<file path="config.mk">
export PLATFORM = sky130hd
export DESIGN_NAME = load_balanced_slot_allocator_top
export DESIGN_NICKNAME = d
export VERILOG_FILES = /design/src/design/lbsa_pkg.sv /design/src/design/load_balanced_slot_allocator_top.sv
export SDC_FILE = /design/constraint.sdc
export NUM_CORES = 1
export LEC_CHECK = 0
export BUFFER_PORTS_ARGS = -buffer_cell sky130_fd_sc_hd__buf_2
export CAP_MARGIN = 20
export CORE_MARGIN = 1
export CORE_UTILIZATION = 65
export CTS_BUF_LIST = sky130_fd_sc_hd__clkbuf_4 sky130_fd_sc_hd__clkbuf_8
export DETAILED_ROUTE_END_ITERATION = 10
export PLACE_DENSITY_LB_ADDON = 0.05
export SKIP_LAST_GASP = 1
export SLEW_MARGIN = 20
export SYNTH_ARGS = -nofsm -noshare
export SYNTH_HDL_FRONTEND = slang
export SYNTH_SLANG_ARGS = --single-unit
</file>
<file path="constraint.sdc">
create_clock -name clk -period 6.9 [get_ports clk]
set_input_delay 1.38 -clock clk [delete_from_list [all_inputs] [get_ports clk]]
set_output_delay 1.38 -clock clk [all_outputs]
set_load 0.01 [all_outputs]
</file>
<file path="src/design/lbsa_pkg.sv">
`timescale 1ns / 1ps
// Types and constants for the load-balanced slot allocator.
package lbsa_pkg;

    localparam int TICKS    = 8;
    localparam int SLOTS    = 32;
    localparam int TICK_LOG = $clog2(TICKS);
    localparam int SLOG_W   = $clog2(TICK_LOG + 1);
    localparam int CNT_W    = TICK_LOG + 1;

    localparam int ID_W     = 6;
    localparam int PLOG_W   = 4;
    localparam int LEN_W    = 16;
    localparam int LOAD_W   = 24;
    localparam int FILL_W   = $clog2(SLOTS);
    localparam int DLOG_W   = 3;
    localparam int STATUS_W = 2;
    localparam int COST_W   = 38;

    localparam int ONE_TICK   = 65536;
    localparam int DIV_LOG_LIMIT = 8;
    localparam int PLOG_LIMIT = TICK_LOG + DIV_LOG_LIMIT;

    typedef logic signed [COST_W-1:0] cost_t;

    localparam cost_t COST_FULL   = cost_t'(64'sd99999 * 64'sd65536);
    localparam cost_t COST_PREFER = cost_t'(-64'sd65536);

    localparam logic [STATUS_W-1:0] STATUS_PLACED     = 2'd0;
    localparam logic [STATUS_W-1:0] STATUS_PERIOD_BIG = 2'd1;
    localparam logic [STATUS_W-1:0] STATUS_FULL       = 2'd2;

    typedef struct packed {
        logic [FILL_W-1:0] fill;
        logic [LOAD_W-1:0] load;
    } bucket_t;

    typedef struct packed {
        logic [DLOG_W-1:0] dlog;
        logic [ID_W-1:0]   id;
    } slot_rec_t;

endpackage

</file>
<file path="src/design/load_balanced_slot_allocator_top.sv">
`timescale 1ns / 1ps
// Load-balanced slot allocator: bucket memory, start scan and slot write-back.
// A valid task scans all buckets through the read and cost pipeline, picks a start in
// the decide state, then reads and writes back one bucket for each placed slot.
// A too-long period is answered from the error state; so is a full target bucket.
// One task at a time; the bucket memory read-modify-write loop sets the rate.
// Reset clears control and per-bucket valid flags (unwritten buckets read as zero
// load and fill); slot records stay undefined until written. No clearing pass.
module load_balanced_slot_allocator_top
    import lbsa_pkg::*;
(
    input  logic                clk,
    input  logic                rst_n,
    input  logic                task_valid,
    output logic                task_ready,
    input  logic [ID_W-1:0]     task_id,
    input  logic [PLOG_W-1:0]   period_log2,
    input  logic [LEN_W-1:0]    task_length,
    output logic                result_valid,
    input  logic                result_ready,
    output logic [STATUS_W-1:0] status,
    output logic [TICK_LOG-1:0] tick_index,
    output logic [FILL_W-1:0]   slot_index,
    output logic [DLOG_W-1:0]   divider_log2,
    output logic                last
);

    localparam logic [2:0] S_IDLE   = 3'd0;
    localparam logic [2:0] S_SCAN   = 3'd1;
    localparam logic [2:0] S_DECIDE = 3'd2;
    localparam logic [2:0] S_WRD    = 3'd3;
    localparam logic [2:0] S_WWR    = 3'd4;
    localparam logic [2:0] S_ERR    = 3'd5;

    logic [2:0] state_reg, state_next;

    // task registers
    logic [ID_W-1:0]     id_reg;
    logic [LEN_W-1:0]    len_reg;
    logic [DLOG_W-1:0]   dlog_reg;
    logic [SLOG_W-1:0]   slog_reg;
    logic                prefer_reg;

    // memories
    bucket_t   bucket_mem [TICKS];
    slot_rec_t slot_mem [TICKS*SLOTS];
    bucket_t   mem_rdata_reg;
    logic      mem_re;
    logic [TICK_LOG-1:0] mem_raddr;
    logic      mem_we;
    bucket_t   mem_wdata;
    logic [TICKS-1:0] bucket_vld_reg;
    logic      rd_vld_reg;
    bucket_t   rd_bucket;

    // scan
    logic [CNT_W-1:0]    n_reg;
    logic [SLOG_W-1:0]   clog;
    logic [TICK_LOG-1:0] kmask;
    logic [TICK_LOG-1:0] scan_t, scan_k, scan_idx;
    logic                scan_issue;

    logic                d_vld_reg, d_first_reg, d_last_reg, d_end_reg;
    logic [TICK_LOG-1:0] d_t_reg, d_idx_reg;
    logic [LOAD_W:0]     d_sum;
    logic                d_over;
    cost_t               d_cost;

    logic                c_vld_reg, c_first_reg, c_last_reg, c_end_reg, c_full_reg;
    logic [TICK_LOG-1:0] c_t_reg, c_idx_reg;
    cost_t               c_cost_reg;

    cost_t               acc_reg, acc_sum;
    logic                tff_reg, tff_now;
    logic [TICK_LOG-1:0] tffidx_reg, tffidx_now;
    logic                lt;

    cost_t               best_cost_reg;
    logic [TICK_LOG-1:0] best_reg, best_ffidx_reg;
    logic                best_ff_reg;

    // write pass
    logic [TICK_LOG-1:0] wk_reg;
    logic [TICK_LOG-1:0] wb;
    logic                wlast;
    logic [LEN_W-1:0]    add_load;
    logic [LOAD_W:0]     new_load;
    logic                out_free;
    logic                out_load_ok;

    logic [STATUS_W-1:0] pend_status_reg;
    logic [TICK_LOG-1:0] pend_tick_reg;

    // outputs
    logic                result_valid_reg;
    logic [STATUS_W-1:0] status_reg;
    logic [TICK_LOG-1:0] tick_reg;
    logic [FILL_W-1:0]   slot_reg;
    logic [DLOG_W-1:0]   dlog_out_reg;
    logic                last_reg;

    logic accept;

    assign task_ready   = (state_reg == S_IDLE);
    assign accept       = task_valid && task_ready;
    assign result_valid = result_valid_reg;
    assign status       = status_reg;
    assign tick_index   = tick_reg;
    assign slot_index   = slot_reg;
    assign divider_log2 = dlog_out_reg;
    assign last         = last_reg;

    assign out_free = !result_valid_reg || result_ready;

    // scan address generation: idx = t + starts*k
    always_comb
    begin
        clog       = SLOG_W'(TICK_LOG) - slog_reg;
        kmask      = TICK_LOG'((1 << clog) - 1);
        scan_t     = n_reg[TICK_LOG-1:0] >> clog;
        scan_k     = n_reg[TICK_LOG-1:0] & kmask;
        scan_idx   = scan_t | (scan_k << slog_reg);
        scan_issue = (state_reg == S_SCAN) && (n_reg < CNT_W'(TICKS));
    end

    // write-pass target bucket
    always_comb
    begin
        wb    = best_reg + (wk_reg << slog_reg);
        wlast = (wk_reg == kmask);
    end

    assign rd_bucket = rd_vld_reg ? mem_rdata_reg : '0;

    always_comb
    begin
        mem_re    = scan_issue || (state_reg == S_WRD);
        mem_raddr = scan_issue ? scan_idx : wb;
    end

    // cost of one bucket
    always_comb
    begin
        d_sum  = {1'b0, rd_bucket.load} + (LOAD_W+1)'(len_reg);
        d_over = d_sum >= (LOAD_W+1)'(ONE_TICK);
        if (d_over)
            d_cost = COST_FULL;
        else if (prefer_reg && (d_t_reg == TICK_LOG'(TICKS - 1)))
            d_cost = COST_PREFER;
        else
            d_cost = cost_t'({{(COST_W-LOAD_W){1'b0}}, rd_bucket.load});
    end

    // accumulate per start, track first full target
    always_comb
    begin
        acc_sum = (c_first_reg ? cost_t'(0) : acc_reg) + c_cost_reg;
        if (c_first_reg)
        begin
            tff_now    = c_full_reg;
            tffidx_now = c_idx_reg;
        end
        else if (tff_reg)
        begin
            tff_now    = 1'b1;
            tffidx_now = tffidx_reg;
        end
        else
        begin
            tff_now    = c_full_reg;
            tffidx_now = c_idx_reg;
        end
        lt = acc_sum < best_cost_reg;
    end

    // slot write-back
    always_comb
    begin
        add_load       = len_reg >> dlog_reg;
        new_load       = {1'b0, rd_bucket.load} + (LOAD_W+1)'(add_load);
        out_load_ok    = (state_reg == S_WWR) && out_free;
        mem_we         = out_load_ok;
        mem_wdata.fill = rd_bucket.fill + FILL_W'(1);
        mem_wdata.load = new_load[LOAD_W] ? {LOAD_W{1'b1}} : new_load[LOAD_W-1:0];
    end

    always_ff @(posedge clk)
    begin
        if (mem_we)
        begin
            bucket_mem[wb] <= mem_wdata;
            slot_mem[{wb, rd_bucket.fill}] <= '{dlog: dlog_reg, id: id_reg};
        end
        if (mem_re)
            mem_rdata_reg <= bucket_mem[mem_raddr];
    end

    always_comb
    begin
        state_next = state_reg;
        case (state_reg)
            S_IDLE:
            begin
                if (accept)
                    state_next = (period_log2 >= PLOG_W'(PLOG_LIMIT)) ? S_ERR : S_SCAN;
            end
            S_SCAN:
            begin
                if (c_vld_reg && c_end_reg)
                    state_next = S_DECIDE;
            end
            S_DECIDE:
            begin
                state_next = best_ff_reg ? S_ERR : S_WRD;
            end
            S_WRD:
            begin
                state_next = S_WWR;
            end
            S_WWR:
            begin
                if (out_free)
                    state_next = wlast ? S_IDLE : S_WRD;
            end
            S_ERR:
            begin
                if (out_free)
                    state_next = S_IDLE;
            end
            default:
            begin
                state_next = S_IDLE;
            end
        endcase
    end

    // control
    always_ff @(posedge clk or negedge rst_n)
    begin
        if (!rst_n)
        begin
            state_reg        <= S_IDLE;
            bucket_vld_reg   <= '0;
            d_vld_reg        <= 1'b0;
            c_vld_reg        <= 1'b0;
            result_valid_reg <= 1'b0;
        end
        else
        begin
            state_reg <= state_next;
            d_vld_reg <= scan_issue;
            c_vld_reg <= d_vld_reg;
            if (mem_we)
                bucket_vld_reg[wb] <= 1'b1;
            if (out_load_ok || ((state_reg == S_ERR) && out_free))
                result_valid_reg <= 1'b1;
            else if (result_ready)
                result_valid_reg <= 1'b0;
        end
    end

    // datapath
    always_ff @(posedge clk)
    begin
        if (accept)
        begin
            id_reg        <= task_id;
            len_reg       <= task_length;
            n_reg         <= '0;
            best_cost_reg <= COST_FULL;
            best_reg      <= '0;
            best_ff_reg   <= 1'b0;
            if (period_log2 > PLOG_W'(TICK_LOG))
            begin
                prefer_reg <= 1'b1;
                slog_reg   <= SLOG_W'(TICK_LOG);
                dlog_reg   <= DLOG_W'(period_log2 - PLOG_W'(TICK_LOG));
            end
            else
            begin
                prefer_reg <= 1'b0;
                slog_reg   <= SLOG_W'(period_log2);
                dlog_reg   <= '0;
            end
            pend_status_reg <= STATUS_PERIOD_BIG;
            pend_tick_reg   <= '0;
        end

        if (mem_re)
            rd_vld_reg <= bucket_vld_reg[mem_raddr];

        if (scan_issue)
        begin
            n_reg       <= n_reg + CNT_W'(1);
            d_first_reg <= (scan_k == '0);
            d_last_reg  <= (scan_k == kmask);
            d_end_reg   <= (n_reg == CNT_W'(TICKS - 1));
            d_t_reg     <= scan_t;
            d_idx_reg   <= scan_idx;
        end

        if (d_vld_reg)
        begin
            c_cost_reg  <= d_cost;
            c_full_reg  <= (rd_bucket.fill >= FILL_W'(SLOTS - 1));
            c_first_reg <= d_first_reg;
            c_last_reg  <= d_last_reg;
            c_end_reg   <= d_end_reg;
            c_t_reg     <= d_t_reg;
            c_idx_reg   <= d_idx_reg;
        end

        if (c_vld_reg)
        begin
            acc_reg    <= acc_sum;
            tff_reg    <= tff_now;
            tffidx_reg <= tffidx_now;
            if (c_last_reg && (lt || (c_t_reg == '0)))
            begin
                best_reg       <= c_t_reg;
                best_ff_reg    <= tff_now;
                best_ffidx_reg <= tffidx_now;
            end
            if (c_last_reg && lt)
                best_cost_reg <= acc_sum;
        end

        if (state_reg == S_DECIDE)
        begin
            wk_reg          <= '0;
            pend_status_reg <= STATUS_FULL;
            pend_tick_reg   <= best_ffidx_reg;
        end

        if (out_load_ok)
        begin
            wk_reg       <= wk_reg + TICK_LOG'(1);
            status_reg   <= STATUS_PLACED;
            tick_reg     <= wb;
            slot_reg     <= rd_bucket.fill;
            dlog_out_reg <= dlog_reg;
            last_reg     <= wlast;
        end
        else if ((state_reg == S_ERR) && out_free)
        begin
            status_reg   <= pend_status_reg;
            tick_reg     <= pend_tick_reg;
            slot_reg     <= '0;
            dlog_out_reg <= '0;
            last_reg     <= 1'b1;
        end
    end

endmodule

</file>
# Word level (Yosys, flattened, before mapping)

Memories as Yosys holds them, arrays and structs flattened. A register that Yosys moved wholly into a read port is not among the register bits.
Cells that the tools add are included.

Memory bits (writable): 232
Output and inout bits: 16
Bits in registers: 207
Input bits: 30
Word-level logic and storage cells: 154
Memories kept: 1

Eq/ne operators: 13
Shift-type cells: 5
Reductions and logical operators: 25
Bitwise gates (word level): 3
Add/subtract/negate cells: 10
$lt $le $gt $ge: 9
Mux-type cells: 49

Memory list:

| name       | depth | width | rd ports | clocked after memory_dff | wr ports | line                                   | text |
|---|---|---|---|---|---|---|---|
| bucket_mem | 8     | 29    | 1        | 1                        | 1        | load_balanced_slot_allocator_top.sv:45 | `bucket_t bucket_mem [TICKS];` |

Operators with widths:

| kind                                                                    | count |
|---|---|
| 38-bit 2-to-1 mux                                                       | 5 |
| 3-bit 2-to-1 mux                                                        | 20 |
| 24-bit by 16-bit adder with 25-bit output                               | 2 |
| 38-bit adder                                                            | 1 |
| 38-bit < comparator                                                     | 1 |
| 29-bit 2-to-1 mux                                                       | 1 |
| 25-bit by 17-bit >= comparator with 1-bit output, second input constant | 1 |
| 24-bit 2-to-1 mux                                                       | 1 |
| 3-bit one-hot mux with 6 select lines                                   | 1 |
| 16-bit by 3-bit >> shifter with 16-bit output                           | 1 |
| 1-bit 2-to-1 mux                                                        | 14 |
| 5-bit 2-to-1 mux                                                        | 2 |
| 2-bit nonzero test                                                      | 5 |
| 3-bit equality test, second input constant                              | 3 |
| 1-bit logical AND                                                       | 9 |
| 3-bit logical NOT                                                       | 3 |
| 3-bit by 4-bit < comparator with 1-bit output, second input constant    | 2 |
| 4-bit 2-to-1 mux                                                        | 2 |
| 8-bit OR                                                                | 1 |
| 3-bit by 2-bit equality test with 1-bit output, second input constant   | 2 |
| 3-bit equality test                                                     | 2 |
| 3-bit by 2-bit left shift with 3-bit output                             | 2 |
| 3-bit by 2-bit subtractor with 3-bit output, second input constant      | 2 |
| 5-bit by 1-bit adder with 5-bit output, second input constant           | 1 |
| 25 further kinds                                                        | 30 |

# Depth between registers and ports, before layout

Word-level depth: 9
Gate-level depth with buffers: 25
Depth with buffers taken out: 22

# Worst setup path before layout

No wires, ideal clock.

Path type: in2reg
From: input port result_ready
To: memory bucket_mem[0][0] (netlist name) (enable)
Cell stages on the path: 5
Setup slack: 1.332 ns
Required time: 6.410 ns
Setup time: 0.490 ns
Path buffers: 0
Arrival time: 5.078 ns
Cell sequence: nand2b_1 > nand2b_1 > inv_1 > nand2b_1 > nor4_1

Longest elaborated chain between the ends: 4

Ends and longest elaborated chain:

| item                          | line                                    | text |
|---|---|---|
| start: declaration            | load_balanced_slot_allocator_top.sv:20  | `input logic result_ready,` |
| 1-bit logical OR              | load_balanced_slot_allocator_top.sv:113 | `assign out_free = !result_valid_reg \|\| result_ready;` |
| 1-bit logical AND             | load_balanced_slot_allocator_top.sv:181 | `out_load_ok = (state_reg == S_WWR) && out_free;` |
| 1-bit 2-to-1 mux (2 in a row) | n/a                                     |  |
| end: declaration              | load_balanced_slot_allocator_top.sv:45  |  |

No other way between the ends.

# Worst setup path after layout

From: register c_first_reg
To: register best_cost_reg[20]

Longest elaborated chain between the ends: 6

Ends and longest elaborated chain:

| item                     | line                                    | text |
|---|---|---|
| start: declaration       | load_balanced_slot_allocator_top.sv:69  | `logic c_vld_reg, c_first_reg, c_last_reg, c_end_reg, c_full_reg;` |
| start signal: assignment | load_balanced_slot_allocator_top.sv:306 | `c_first_reg <= d_first_reg;` |
| 38-bit 2-to-1 mux *      | load_balanced_slot_allocator_top.sv:157 | `acc_sum = (c_first_reg ? cost_t'(0) : acc_reg) + c_cost_reg;` |
| 38-bit adder *           | load_balanced_slot_allocator_top.sv:157 |  |
| named net acc_sum[20]    | load_balanced_slot_allocator_top.sv:73  | `cost_t acc_reg, acc_sum;` |
| 38-bit < comparator      | load_balanced_slot_allocator_top.sv:173 | `lt = acc_sum < best_cost_reg;` |
| 1-bit logical AND        | load_balanced_slot_allocator_top.sv:324 | `if (c_last_reg && lt)` |
| 38-bit 2-to-1 mux *      | load_balanced_slot_allocator_top.sv:324 |  |
| 38-bit 2-to-1 mux *      | load_balanced_slot_allocator_top.sv:313 | `if (c_vld_reg)` |
| end signal: assignment   | load_balanced_slot_allocator_top.sv:325 | `best_cost_reg <= acc_sum;` |
| end: declaration         | load_balanced_slot_allocator_top.sv:78  | `cost_t best_cost_reg;` |

Mark *: on every way through the listed nets, which the timed path passes. The rest lies on a longest branch.
A chain may end at the register's enable or synchronous reset.

==> flow_summary.html <==
<table>
<tr><th>Metric</th><th>Value</th></tr>
<tr><th colspan="2">Outcome</th></tr>
<tr><td>Result of the run</td><td>finished, final reports clean</td></tr>
<tr><th colspan="2">Finish</th></tr>
<tr><td>Area Overhead vs Synth</td><td>10.1%</td></tr>
<tr><td>Share of cells above drive strength 1</td><td>~18%</td></tr>
<tr><td>Net count reported at finish</td><td>approximately 1900</td></tr>
<tr><td>Number of standard cells in the final layout excluding fillers</td><td>about 2200</td></tr>
<tr><td>Fill cell count</td><td>roughly 2200</td></tr>
<tr><td>Antenna cell count</td><td>0</td></tr>
<tr><td>Largest register FFs</td><td>approximately 230</td></tr>
<tr><th colspan="2">CTS</th></tr>
<tr><td>Number of buffers added by the clock tree synthesis step</td><td>73</td></tr>
<tr><td>Worst-Skew Late Latency</td><td>about 640 ps</td></tr>
<tr><td>CTS tree</td><td>done</td></tr>
<tr><td>Number of buffers inserted for hold repair after clock tree synthesis</td><td>0</td></tr>
<tr><td>CTS clk-pin slew, worst paths</td><td>60 ps</td></tr>
<tr><td>Root Driver</td><td>clkbuf_8</td></tr>
<tr><td>Setup bufs post-CTS</td><td>0</td></tr>
<tr><td>Clk buf depth</td><td>3</td></tr>
<tr><td>Num Clock Sinks</td><td>about 460</td></tr>
<tr><td>Resize count post-CTS</td><td>0</td></tr>
<tr><td>H-Tree Depth</td><td>3</td></tr>
<tr><th colspan="2">Detailed routing</th></tr>
<tr><td>Routed via count</td><td>13546</td></tr>
<tr><td>Residual DRC count</td><td>0</td></tr>
<tr><td>Detailed Routing Iterations Pass 1</td><td>5</td></tr>
<tr><td>Post-detailed-route via-to-cell ratio</td><td>6.04</td></tr>
<tr><td>Antenna Nets Post-Route</td><td>0</td></tr>
<tr><td>Iter 0 DRT Violations</td><td>840</td></tr>
<tr><td>Average routed wire per standard cell</td><td>about 21 um</td></tr>
<tr><td>Total detailed-routing wirelength</td><td>roughly 46 mm</td></tr>
<tr><th colspan="2">Floorplanning</th></tr>
<tr><td>Placement row count</td><td>67</td></tr>
<tr><td>Die outline width</td><td>approximately 190 um</td></tr>
<tr><td>Die ar.</td><td>0.0347 mm^2</td></tr>
<tr><td>Die height</td><td>186 um</td></tr>
<tr><td>I/O pins</td><td>46</td></tr>
<tr><td>Starting density of the core</td><td>~66%</td></tr>
<tr><td>Core region area</td><td>about 0.033 mm^2</td></tr>
<tr><th colspan="2">Global route</th></tr>
<tr><td>Via count of the first global-routing pass</td><td>approximately 14000</td></tr>
<tr><td>Largest net degree at the start of global routing</td><td>53</td></tr>
<tr><td>Global-route wire length before repair</td><td>~74 mm</td></tr>
<tr><td>Number of antenna violations at the first check in global routing</td><td>0</td></tr>
<tr><td>Global-route congestion overflow total</td><td>0</td></tr>
<tr><td>Overall routing resource usage</td><td>around 28%</td></tr>
<tr><th colspan="2">Synthesis</th></tr>
<tr><td>Syn avg cell area</td><td>13.2 um^2</td></tr>
<tr><td>Syn Std Cell Area</td><td>approximately 0.022 mm^2</td></tr>
<tr><td>Mapped Nets</td><td>roughly 1800</td></tr>
<tr><td>Number of library cell types mapped by synthesis</td><td>between 70 and 80</td></tr>
<tr><td>Sequential element share of the synthesized area</td><td>about three fifths</td></tr>
<tr><td>Cell taking the most area after synthesis</td><td>edfxtp_1</td></tr>
<tr><td>Area share of the largest cell type after synthesis</td><td>between 50% and 60%</td></tr>
<tr><td>Top FF cell, synth</td><td>edfxtp_1</td></tr>
<tr><td>Register bit count reported by yosys</td><td>456</td></tr>
<tr><td>Number of flops mapped to enable cells by yosys</td><td>approximately 400</td></tr>
<tr><td>Synth top area cells</td><td>edfxtp_1 (54%), ha_1 (6.3%), mux4_2 (6.1%)</td></tr>
<tr><td>Async S/R FF share, synth</td><td>under 10%</td></tr>
<tr><td>Cell count after synthesis</td><td>~1700</td></tr>
<tr><td>Number of warnings reported in the yosys synthesis log</td><td>0</td></tr>
<tr><th colspan="2">Timing</th></tr>
<tr><td>Setup TNS after final layout</td><td>0 ps</td></tr>
<tr><td>Max-slew headroom at the worst pin</td><td>24.3%</td></tr>
<tr><td>Max Clock Skew</td><td>~36 ps</td></tr>
<tr><td>Maximum frequency from static timing analysis</td><td>roughly 0.17 GHz</td></tr>
<tr><td>Final count of pins violating max slew</td><td>0</td></tr>
<tr><td>Share of the clock period used by the worst path after layout</td><td>83.1%</td></tr>
<tr><td>Pin slew with the least headroom to its limit</td><td>approximately 1100 ps</td></tr>
<tr><td>Count of final hold-check violations</td><td>0</td></tr>
<tr><td>Final Critical Period</td><td>~5700 ps</td></tr>
<tr><td>Final setup viols</td><td>0</td></tr>
<tr><td>RSZ-0062 raised after global routing</td><td>no</td></tr>
<tr><th colspan="2">Run</th></tr>
<tr><td>Max-capacitance violation count</td><td>0</td></tr>
<tr><th colspan="2">Pwr</th></tr>
<tr><td>Pwr per Cell Area</td><td>approximately 500 mW/mm^2</td></tr>
<tr><td>Leakage power</td><td>about 0.0094 uW</td></tr>
<tr><td>PnR Total Power</td><td>~12000 uW</td></tr>
<tr><td>Peak supply drop</td><td>approximately 0.26 mV</td></tr>
<tr><th colspan="2">Critical path</th></tr>
<tr><td>Buf+Inv Stages, Crit Path</td><td>3</td></tr>
<tr><td>Crit-path max cell delay</td><td>between 500 and 600 ps</td></tr>
<tr><td>Crit path arrival time</td><td>roughly 6300 ps</td></tr>
<tr><td>Required time at the worst-slack endpoint</td><td>~7500 ps</td></tr>
<tr><td>Critical Path Fanout Max</td><td>37</td></tr>
<tr><td>Dominant cell type by count on the critical path</td><td>buf_4</td></tr>
<tr><td>Slowest stage cell on the critical path</td><td>a41oi_1</td></tr>
<tr><td>Cell-by-cell trace of the critical path</td><td>buf_4, nor2b_1, ha_1, o211ai_1, a21oi_1, nor2_1, o21ai_1, a41oi_1, nor2_1, a31oi_1, xnor2_1, ha_1, nand4_1, nor3_1, nand3_1, nor4_1, buf_4, o2111ai_1, a41oi_1, or2_1, buf_4, o21ai_0, a21bo_1</td></tr>
<tr><td>Worst Setup Path Type</td><td>reg2reg</td></tr>
<tr><td>CP startpoint kind</td><td>flop</td></tr>
<tr><td>Worst setup EP type</td><td>flop</td></tr>
<tr><td>Crit-path leading delay family</td><td>compound AO/OA/AOI/OAI gates</td></tr>
<tr><th colspan="2">Placement</th></tr>
<tr><td>Port bufs</td><td>39</td></tr>
<tr><td>Number of placed instances with taps included</td><td>2110</td></tr>
<tr><td>GPL Wtd Cong</td><td>between 0.9 and 1</td></tr>
<tr><td>HPWL Detailed</td><td>about 31 mm</td></tr>
<tr><th colspan="2">Hold path</th></tr>
<tr><td>Worst min-delay path class</td><td>reg2reg</td></tr>
</table>
logic make-up after synthesis:
kind of cell | share of synthesized area, %
compound gates | 8.82
buf+inv | 2.85
simple gates | 10.0
flops | 59.6
xor+xnor | 2.38
fa+ha+maj | 6.71
mux | 9.64
power breakdown:
group	internal, uW	switching [uW]	total (uW)
clock	1260	1050	2310
combinational	2070	3250	5320
sequential	4290	306	4600
path summary, 6_finish.rpt:
kind | endpoint | slack [ps] | cells after the start | startpoint
worst max-delay path | best_cost_reg[20] | 1170 | 23 | c_first_reg
worst min-delay path | c_vld_reg | 410 | 0 | d_vld_reg
worst max register to register | best_cost_reg[20] | 1170 | 23 | c_first_reg
worst min register to register | c_vld_reg | 410 | 0 | d_vld_reg
max in group asynchronous | c_vld_reg | 5970 | 1 | rst_n
min in group asynchronous | bucket_vld_reg[4] | 640 | 1 | rst_n
metal layers:
metal / wire, um / vias to the layer above / part of all wire (%) / track usage (%)
li1: - / 6419 / - / -
met1: 19400 / 6640 / 42 / 36.1
met2: 23200 / 394 / 50 / 46.5
met3: 2510 / 93 / 5.4 / 4.85
met4: 1430 / 0 / 3.1 / 10.4
met5: 0 / - / 0 / 0
per-stage QoR:
step	instance area (um^2)	setup WS (ps)	hold WS (ps)	util (%)
4_1_cts	24300	904	418	72.6
2_1_floorplan	22100	1330	400	-
3_3_place_gp	22800	1050	389	68.1
3_5_place_dp	22800	944	405	68.2
5_1_grt	24300	618	427	72.7
6_report	24300	1170	413	72.7
cell usage after synthesis (4+ instances only):
cell / instances
o21ai_1: 6
nand3_1: 36
buf_2: 26
o21a_1: 15
xor2_1: 27
and2_1: 8
o31ai_1: 11
nor4_1: 5
clkbuf_1: 38
or2_2: 11
dfrtp_1: 14
or3_1: 9
o2111ai_1: 4
mux2_2: 43
nor3_1: 35
a31oi_1: 20
xnor2_1: 33
and3_1: 11
edfxtp_1: 396
fa_1: 4
o21bai_1: 7
dfxtp_1: 46
o21ai_0: 54
a211o_1: 5
a21oi_1: 70
mux2i_1: 27
ha_1: 112
nor2b_1: 51
a211oi_1: 6
inv_1: 88
o22ai_1: 10
mux4_2: 60
o211ai_1: 8
a21o_1: 43
nand2_1: 130
nand2b_1: 22
nand4_1: 21
nor2_1: 111
placed cells by master, fill, tap and decap left out, types with 6 or more instances in the layout:
cell / count
a31oi_1: 20
xor2_1: 27
dfrtp_1: 13
inv_1: 87
nand2_1: 130
o211ai_1: 8
or3_1: 9
or2_2: 11
mux2_2: 43
nand4_1: 21
clkbuf_8: 77
a21oi_1: 70
o21ai_0: 54
edfxtp_1: 396
ha_1: 112
nor3_1: 33
nand2b_1: 22
o21ai_1: 6
mux2i_1: 25
buf_4: 17
o31ai_1: 11
o22ai_1: 10
a211oi_1: 6
nor2b_1: 51
nand3_1: 36
a21o_1: 43
buf_2: 39
mux4_2: 60
o21bai_1: 7
and2_1: 8
o21a_1: 15
dfxtp_1: 46
clkbuf_4: 33
and3_1: 11
clkinv_1: 12
xnor2_1: 33
nor2_1: 106
layout make-up:
class	instances	area (um^2)	share of cell area, %
Multi-Input combinational cell	1058	8380	34.5
Sequential cell	456	13200	54.2
Inverter	90	339	1.39
Clock inverter	22	159	0.654
Timing Repair Buffer	60	403	1.66
Clock buffer	110	1310	5.38
Tap cell	448	561	2.31
Note: power is estimated with default switching activity, not from simulation.
